`src/rtl/core/assert_macros.svh`:
```
// Assertion macros shared by the RTL; empty bodies in synthesis builds.
`ifndef ASSERT_MACROS_SVH
`define ASSERT_MACROS_SVH
`ifndef SYNTHESIS
`define ASSERT_PROP(lbl, clk, rst_n, prop) \
	lbl: assert property (@(posedge clk) disable iff (!rst_n) prop) \
		else $error("%m: property failed");
`define ASSERT_NEVER(lbl, clk, rst_n, expr) \
	lbl: assert property (@(posedge clk) disable iff (!rst_n) !(expr)) \
		else $error("%m: forbidden condition seen");
`else
`define ASSERT_PROP(lbl, clk, rst_n, prop)
`define ASSERT_NEVER(lbl, clk, rst_n, expr)
`endif
`endif

```
`src/rtl/core/mvt_pkg.sv`:
```
// Types, constants and codes for the 4x4 matrix-vector transform block.
package mvt_pkg;

	localparam int DIM           = 4;
	localparam int ROW_W         = $clog2(DIM);
	localparam int WORD_W        = 32;
	localparam int PROD_W        = 2 * WORD_W;
	localparam int SUM_W         = PROD_W + 2;
	localparam int FRAC_BITS_DEF = 16;

	localparam logic [1:0] MODE_LOAD      = 2'd0;
	localparam logic [1:0] MODE_XFORM     = 2'd1;
	localparam logic [1:0] MODE_TRANSPOSE = 2'd2;
	localparam logic [1:0] MODE_SCALE     = 2'd3;

	typedef logic signed [WORD_W-1:0] word_t;

	typedef struct packed {
		logic [1:0] mode;
		logic [1:0] row;
		logic [1:0] col;
		word_t      value;
		word_t      vec_x;
		word_t      vec_y;
		word_t      vec_z;
		word_t      vec_w;
	} item_t;

	typedef struct packed {
		word_t out_x;
		word_t out_y;
		word_t out_z;
		word_t out_w;
		logic  saturated;
	} result_t;

	typedef enum logic [1:0] {
		ST_IDLE,
		ST_RUN,
		ST_DRAIN
	} state_t;

	// controller -> datapath
	typedef struct packed {
		logic             accept;
		logic             issue;
		logic [ROW_W-1:0] issue_row;
	} cmd_t;

	// datapath -> controller
	typedef struct packed {
		logic pipe_busy;
	} status_t;

endpackage

```
`src/rtl/core/mvt_ctrl.sv`:
```
// Sequencer: accepts commands and issues one matrix row per cycle to the datapath.
module mvt_ctrl (
	input  logic             clk,
	input  logic             arst_n,
	input  logic             start,
	input  logic [1:0]       mode,
	input  mvt_pkg::status_t status,
	output mvt_pkg::cmd_t    cmd,
	output logic             busy
);
	import mvt_pkg::*;

	state_t           state_q, state_d;
	logic [ROW_W-1:0] cnt_q, cnt_d;

	always_ff @(posedge clk or negedge arst_n) begin
		if (!arst_n) begin
			state_q <= ST_IDLE;
			cnt_q   <= '0;
		end else begin
			state_q <= state_d;
			cnt_q   <= cnt_d;
		end
	end

	always_comb begin
		state_d       = state_q;
		cnt_d         = cnt_q;
		cmd.accept    = 1'b0;
		cmd.issue     = 1'b0;
		cmd.issue_row = cnt_q;
		case (state_q)
			ST_IDLE: begin
				cmd.accept = start;
				cnt_d      = '0;
				if (start && (mode == MODE_XFORM || mode == MODE_SCALE)) begin
					state_d = ST_RUN;
				end
			end
			ST_RUN: begin
				cmd.issue = 1'b1;
				cnt_d     = cnt_q + 1'b1;
				if (cnt_q == ROW_W'(DIM - 1)) begin
					state_d = ST_DRAIN;
				end
			end
			ST_DRAIN: begin
				if (!status.pipe_busy) begin
					state_d = ST_IDLE;
				end
			end
			default: begin
				state_d = ST_IDLE;
			end
		endcase
	end

	assign busy = (state_q != ST_IDLE);

endmodule

```
`config.mk`:
```
export PLATFORM = sky130hd
export DESIGN_NAME = mvt_ctrl
export DESIGN_NICKNAME = d
export VERILOG_FILES = /design/src/rtl/core/assert_macros.svh /design/src/rtl/core/mvt_pkg.sv /design/src/rtl/core/mvt_ctrl.sv
export SDC_FILE = /design/constraint.sdc
export NUM_CORES = 1
export LEC_CHECK = 0
export BUFFER_PORTS_ARGS = -buffer_cell sky130_fd_sc_hd__buf_4
export CORE_AREA = 3 3 40 42
export DETAILED_ROUTE_END_ITERATION = 8
export DIE_AREA = 0 0 43 45
export SLEW_MARGIN = 20
export SYNTH_ARGS = -nofsm -noshare
export SYNTH_HDL_FRONTEND = slang
export SYNTH_SLANG_ARGS = --single-unit
```
`constraint.sdc`:
```
create_clock -name clk -period 1.7 [get_ports clk]
set_input_delay 0 -clock clk [delete_from_list [all_inputs] [get_ports clk]]
set_output_delay 0 -clock clk [all_outputs]
set_load 0.02 [all_outputs]
```
==> results of run 1 <==
synthesized netlist by cell type, drive strengths merged:
cell and number:
or2 1, nand2b 1, o2bb2ai 1, nand2 3
buf 1, ha 1, nor2 1, o22ai 1
inv 2, o21ai 1, dfrtp 4, a22o 1
routing by layer:
layer | track usage (%) | share of wire (%) | vias up
met3 | 4.78 | 9.2 | 0
met1 | 6.31 | 46 | 75
li1 | - | - | 84
met2 | 7.19 | 44 | 7
met4 | 0 | 0 | 0
met5 | 0 | 0 | -
final cells by class:
| cell class | instances | area [um^2] | share of cell area, % |
|---|---|---|---|
| multi-input cells | 11 | 78.8 | 25.8 |
| flip-flops and latches | 4 | 100 | 32.8 |
| inverters | 2 | 7.51 | 2.46 |
| repair buffers | 10 | 77.6 | 25.4 |
| well taps | 15 | 18.8 | 6.15 |
| clock buffers | 3 | 22.5 | 7.38 |
critical path: stages, from the launching register on:
cell and delay (ns):
dfrtp_1 0.41, or2_4 0.28, nor2_1 0.09, buf_4 0.14
power breakdown:
part           switching, uW  internal [uW]  total, uW
Clock                   40.1           79.1        119
Combinational            152            147        299
Sequential              39.6            134        174
Total                    232            360        592
per-stage QoR:
stage | instance area (um^2) | util, % | hold slack [ns] | instances
after global placement | 273 | 21.2 | -0.201 | 41
after CTS | 305 | 23.8 | 0.0181 | 45
after global routing | 305 | 23.8 | 0.0346 | 45
after floorplan | 194 | - | -0.296 | 18
final | 305 | 23.8 | 0.0166 | 45
after detailed placement | 273 | 21.2 | -0.199 | 41
what timing repair did:
action	in CTS	in global routing
hold endpoints to repair	4	0
hold buffers	1	0
setup buffers	0	0
logic make-up after synthesis:
| group | synth area share, % |
|---|---|
| simple gates | 19.4 |
| compound gates | 14.8 |
| flops | 51.6 |
| fa+ha+maj | 6.45 |
| buf+inv | 7.74 |
worst max path at each step:
stage / to / slack (ns) / cells past startpoint
finish: cmd[3] / 0.54 / 3
global route: cmd[3] / 0.48 / 3
CTS: cmd[3] / 0.53 / 3
detailed placement: cnt_q[1] / 0.70 / 2
global placement: cnt_q[1] / 0.70 / 2
floorplan: cnt_q[1] / 0.63 / 2
registers in the layout (all words and copies together) (netlist names):
signal   flops
cnt_q        2
state_q      2
layout by cell type (no fill, tap or decap), drive strengths merged:
master / netlist / layout
a22o: 1 / 1
buf: 1 / 9
clkbuf: 0 / 3
dfrtp: 4 / 4
dlygate4sd3: 0 / 1
ha: 1 / 1
inv: 2 / 2
nand2: 3 / 3
nand2b: 1 / 1
nor2: 1 / 1
o21ai: 1 / 1
o22ai: 1 / 1
o2bb2ai: 1 / 1
or2: 1 / 1
==> results_dict.tcl, run 1 <==
set metrics [dict create \
    outcome "complete, no violations" \
    hold_violations 0 \
    grt_overflow 0 \
    drc 0 \
    antenna_found_initial 0 \
    slew-limit-headroom_pct 89.3 \
    peakVddDrop_mv 0.782 \
    nFillCells 138 \
    r2r_cells 2 \
    drt_wl_total_um 403 \
    synth_top_cell_by_area "dfrtp_1" \
    syn_area_per_cell_um2 10.8 \
    postRouteAntennaNets 0 \
    min_from "mode[0]" \
    clk_latency_ns 0.24 \
    dp_hpwl_um 315 \
    worst_pin_slew_ns 0.161 \
    core_um2 1280 \
    reg2reg_to "cnt_q[1]" \
    clk_pin_slew_ns 0.04 \
    synth_warnings 0 \
    power_density_nw_per_um2 1940 \
    arrival_ns 1.16 \
    start_util_pct 15.1 \
    required_ns 1.70 \
    io_pins 11 \
    min_period_ns 1.16 \
    synthToLayoutAreaGrowth_pct 57.4 \
    finalCritPeriodShare_pct 68.2 \
    die_y_um 45 \
    maxCapViolCount 0 \
    chipWidth_um 43 \
    vias_per_cell 3.69 \
    p_leak_uw 0.000154 \
    whs_path_depth 3 \
    endpoint_kind "output pin" \
    grt_pass1_wl_um 690 \
    fin_ws_ns 0.541 \
    min_to "state_q[0]" \
    start_kind "register" \
    die-area_um2 1940 \
    drtIter0Drc 1 \
    dr.pass1.iters 2 \
    grt_max_degree 6 \
    drive_gt1_share_pct 50.0 \
    cts_buffers 3 \
    track_usage_pct 5.18 \
    rsz0062_at_grt "no" \
    setup_violations 0 \
    total_power_uw 592 \
    cts_buffer_depth 2 \
    vias 166 \
    rows 13 \
    cts_resized 0 \
    ys_seq_area_share_pct 51.6 \
    path_class "register to output pin" \
    fmax_mhz 863 \
    synth_area_leaders "dfrtp_1 52%, nand2b_4 7.1%, ha_1 6.5%" \
    worstPathMaxFanout 3 \
    crit_start "state_q[0]" \
    nets 39 \
    synthDistinctLibCells 13 \
    grt_pass1_vias 179 \
    insertedDiodeCount 0 \
    cts_tree "built" \
    maxSlewViolCount 0 \
    cts_max_level 1 \
    wl_per_cell_um 8.96 \
    final.setup.tns_ns 0 \
    numClockSinks 4 \
    ys_seq_elements 4 \
    gp_congestion 0.649 \
    r2r-start "cnt_q[0]" \
    netlist_area_um2 194 \
    fin_skew_ns 0.00659 \
    yosysTopAreaCellShare_pct 51.6 \
    cts-root-buf "clkbuf_4" \
    rrSetupSlack_ns 0.69 \
    hold_class "primary input to register" \
    portBuffers 9 \
    synthCells 18 \
    synth_fp_nets 25 \
    dp_slack_ns 0.698 \
]
Power figures use the tool's default switching activity.
==> run 2, diff against run 1 <==
Clock period 1.7 ns to 1.1 ns, I/O delays scaled along.
==> results_dict.tcl, run 2 (synthesis gave the netlist of run 1 again) <==
set metrics [dict create \
    outcome "complete, no violations" \
    insertedDiodeCount 0 \
    rrSetupSlack_ns 0.06 \
    drtIter0Drc 1 \
    grt_pass1_wl_um 800 \
    wl_per_cell_um 9.39 \
    required_ns 1.10 \
    finalCritPeriodShare_pct 97.8 \
    antenna_found_initial 0 \
    layout_common_cells "11 x buf_4, 4 x dfrtp_1, 3 x nand2_1, 3 x clkbuf_4, 2 x buf_6" \
    drt_wl_total_um 460 \
    synthToLayoutAreaGrowth_pct 81.9 \
    grt_pass1_vias 215 \
    vias_per_cell 3.65 \
    cts_max_level 1 \
    worst_pin_slew_ns 0.158 \
    io_pins 11 \
    r2r-start "state_q[1]" \
    drive_gt1_share_pct 58.8 \
    fin_skew_ns 0.00184 \
    reg2reg_to "cnt_q[0]" \
    final.setup.tns_ns 0 \
    power_density_nw_per_um2 3010 \
    cts_tree "built" \
    min_period_ns 1.08 \
    reg_top3 "cnt_q (2), state_q (2)" \
    endpoint_kind "output pin" \
    whs_path_depth 3 \
    cts-root-buf "clkbuf_4" \
    post-route-util_pct 27.5 \
    gp_congestion 0.649 \
    peakVddDrop_mv 1.15 \
    numClockSinks 4 \
    postRouteAntennaNets 0 \
    start_util_pct 15.1 \
    dr.pass1.iters 3 \
    total_power_uw 1060 \
    r2r_cells 4 \
    hold_class "primary input to register" \
    hold_violations 0 \
    maxCapViolCount 0 \
    grt_max_degree 5 \
    fmax_mhz 929 \
    core_um2 1280 \
    nets 43 \
    path_class "register to output pin" \
    arrival_ns 1.08 \
    cts_buffer_depth 2 \
    hold_ws_ns 0.0236 \
    clk_latency_ns 0.23 \
    p_leak_uw 0.000178 \
    drc 0 \
    rows 13 \
    portBuffers 9 \
    die_y_um 45 \
    chipWidth_um 43 \
    grt_overflow 0 \
    maxSlewViolCount 0 \
    clk_pin_slew_ns 0.04 \
    min_from "mode[0]" \
    mostFrequentLayoutCell "buf_4" \
    track_usage_pct 5.68 \
    vias 179 \
    rsz0062_at_grt "yes" \
    dp_hpwl_um 325 \
    worstPathMaxFanout 3 \
    start_kind "register" \
    min_to "state_q[0]" \
    cts_buffers 3 \
    die-area_um2 1940 \
    slew-limit-headroom_pct 89.3 \
    setup_violations 0 \
]
[run 2: metrics by stage]
stage | cells | cell area [um^2] | setup slack (ns)
final | 49 | 353 | 0.0239
after global placement | 41 | 273 | 0.0976
after CTS | 48 | 332 | -0.0178
after floorplan | 18 | 194 | 0.0327
after detailed placement | 41 | 273 | 0.0987
after global routing | 49 | 353 | -0.00870
[run 2: layout make-up]
class	instances	area (um^2)
inverter	2	10.0
multi-input combinational	11	86.3
clock buffer	3	22.5
tap	15	18.8
fill	150	932
timing repair buffer	14	115
sequential	4	100
[run 2: report_power, final]
part,switching (uW),internal [uW],leakage [uW]
sequential,39.7,208,0.0000508
clock,58.1,122,0.0000138
combinational,307,326,0.000113
total,405,656,0.000178
[run 2: per-layer routing]
metal	vias up	wire [um]	GRT usage, %
met5	-	0	0
met4	0	0	1.81
met3	0	16	3.59
met2	5	245	8.98
met1	82	198	6.33
li1	92	-	-
[run 2: how the worst max path moves through the flow]
| stage | cells past startpoint | startpoint | to | slack (ns) |
|---|---|---|---|---|
| 5_1_grt | 3 | state_q[1] | cmd[3] | -0.009 |
| 3_3_place_gp | 2 | cnt_q[0] | cnt_q[1] | 0.1 |
| 3_5_place_dp | 2 | cnt_q[0] | cnt_q[1] | 0.1 |
| 6_report | 3 | state_q[1] | cmd[3] | 0.02 |
| 2_1_floorplan | 2 | cnt_q[0] | cnt_q[1] | 0.03 |
| 4_1_cts | 3 | state_q[0] | cmd[3] | -0.02 |
[run 2: worst max-delay path, cell delays in order, from the launching register on]
cell and delay [ns]:
dfrtp_1 0.37, or2_4 0.27, nor2_4 0.08, buf_6 0.12
[run 2: what timing repair did]
| item | in CTS | in global routing |
|---|---|---|
| endpoints found under the setup margin | 1 | 2 |
| hold buffers | 1 | 0 |
| gates resized for setup | 1 | 4 |
| cloned | 0 | 0 |
| buffers inserted | 3 | 1 |
| pin swaps | 1 | 2 |
| endpoints found under the hold margin | 4 | 0 |
==> run 3, diff against run 2 <==
Settings changed: SETUP_SLACK_MARGIN set to 0.05.
==> results_dict.tcl, run 3 (synthesis gave the netlist of run 1 again) <==
set metrics [dict create \
    fin_skew_ns 0.00302 \
    vias_per_cell 3.54 \
    hold_class "primary input to register" \
    maxSlewViolCount 0 \
    grtUsageMet2_pct 9.28 \
    rsz0062_at_grt "yes" \
    postRouteAntennaNets 0 \
    path_class "register to output pin" \
    synthToLayoutAreaGrowth_pct 80.0 \
    layout_common_cells "10 x buf_4, 3 x nand2_1, 3 x clkbuf_4, 3 x dfrtp_1" \
    use_met1_pct 4.16 \
    p_leak_uw 0.000164 \
    final.setup.tns_ns 0 \
    start_util_pct 15.1 \
    outcome "complete, no violations" \
    total_power_uw 1040 \
    wl_per_cell_um 9.42 \
    drtIter0Drc 3 \
    endpoint_kind "output pin" \
    clk_latency_ns 0.23 \
    post-route-util_pct 27.2 \
    required_ns 1.10 \
    slew-limit-headroom_pct 90.0 \
    drive_gt1_share_pct 60.6 \
    slowest_stage "dfrtp_1" \
    setup_violations 0 \
    cts_buffers 3 \
    nets 41 \
    drt_wl_total_um 452 \
    antenna_found_initial 0 \
    rows 13 \
    dp_hpwl_um 355 \
    finalCritPeriodShare_pct 97.2 \
    slowest_delay_ns 0.39 \
    min_period_ns 1.07 \
    track_usage_pct 5.44 \
    cts_max_level 1 \
    numClockSinks 4 \
    arrival_ns 1.07 \
    hold_violations 0 \
    die-area_um2 1940 \
    met3_usage_pct 1.99 \
    worstPathCellList "or2_4 > nor2_4 > buf_6" \
    io_pins 11 \
    reg_top3 "cnt_q (2), state_q (2)" \
    grt_pass1_wl_um 710 \
    start_kind "register" \
    cts_buffer_depth 2 \
    cts_tree "built" \
    grt_overflow 0 \
    fmax_mhz 935 \
    maxCapViolCount 0 \
    die_y_um 45 \
    vias 170 \
    insertedDiodeCount 0 \
    peakVddDrop_mv 0.809 \
    dp_slack_ns 0.0664 \
    mostFrequentLayoutCell "buf_4" \
    dr.pass1.iters 2 \
    fin_ws_ns 0.0306 \
    portBuffers 9 \
    top_usage_layer "met2" \
    power_density_nw_per_um2 2980 \
    drc 0 \
    grt_pass1_vias 195 \
    grt_max_degree 5 \
    gp_congestion 0.629 \
    chipWidth_um 43 \
    core_um2 1280 \
    worstPathMaxFanout 3 \
    clk_pin_slew_ns 0.04 \
    worst_pin_slew_ns 0.148 \
    cts-root-buf "clkbuf_4" \
]
[run 3: changes by cell type in the layout (fill, tap and decap cells not counted), sizes merged]
cell / change
buf: -2
clkbuf: +1
[run 3: through the flow]
step                instances  area (um^2)  hold WS [ns]
finish                     48          349        0.0392
global placement           41          274        -0.203
detailed placement         41          274        -0.203
CTS                        48          325        0.0298
floorplan                  18          195        -0.296
global route               48          349        0.0446
[run 3: worst paths after layout]
check / from / to / slack, ns / depth (start not counted)
hold / removal: mode[0] / state_q[0] / 0.04 / 3
setup / recovery: state_q[1] / cmd[3] / 0.03 / 3
max in group asynchronous: arst_n / cnt_q[0] / 0.90 / 2
hold reg to reg: cnt_q[0] / cnt_q[0] / 0.55 / 1
min in group asynchronous: arst_n / cnt_q[1] / 0.09 / 2
setup reg to reg: cnt_q[0] / cnt_q[1] / 0.12 / 2
[run 3: final cells by class]
class,count,area [um^2]
flip-flops and latches,4,101
multi-input cells,11,98.8
well taps,15,18.8
clock buffers,4,26.3
fillers,140,936
repair buffers,12,96.3
inverters,2,7.51
[run 3: power by group]
part | internal (uW) | total (uW) | switching, uW
Clock | 136 | 197 | 61.3
Combinational | 287 | 573 | 285
Sequential | 211 | 269 | 58.0
Total | 635 | 1040 | 405
[run 3: routing by layer]
layer	part of all wire (%)	wire, um
met5	0	0
met4	0	0
met3	7.1	32
met2	55	248
met1	38	170
[run 3: timing repair]
action | 4_1_cts | 5_1_grt
endpoints found under the hold margin | 4 | 0
endpoints found under the setup margin | 2 | 3
pin swaps | 0 | 0
setup buffers | 2 | 0
gates cloned | 0 | 0
hold buffers | 1 | 0
gates resized for setup | 0 | 4
[run 3: critical path, delay by kind of cell (launching register included)]
family / cells / cell delay (ns)
and+or+nand+nor: 2 / 0.34
buffers and inverters: 1 / 0.11
DFF: 1 / 0.39
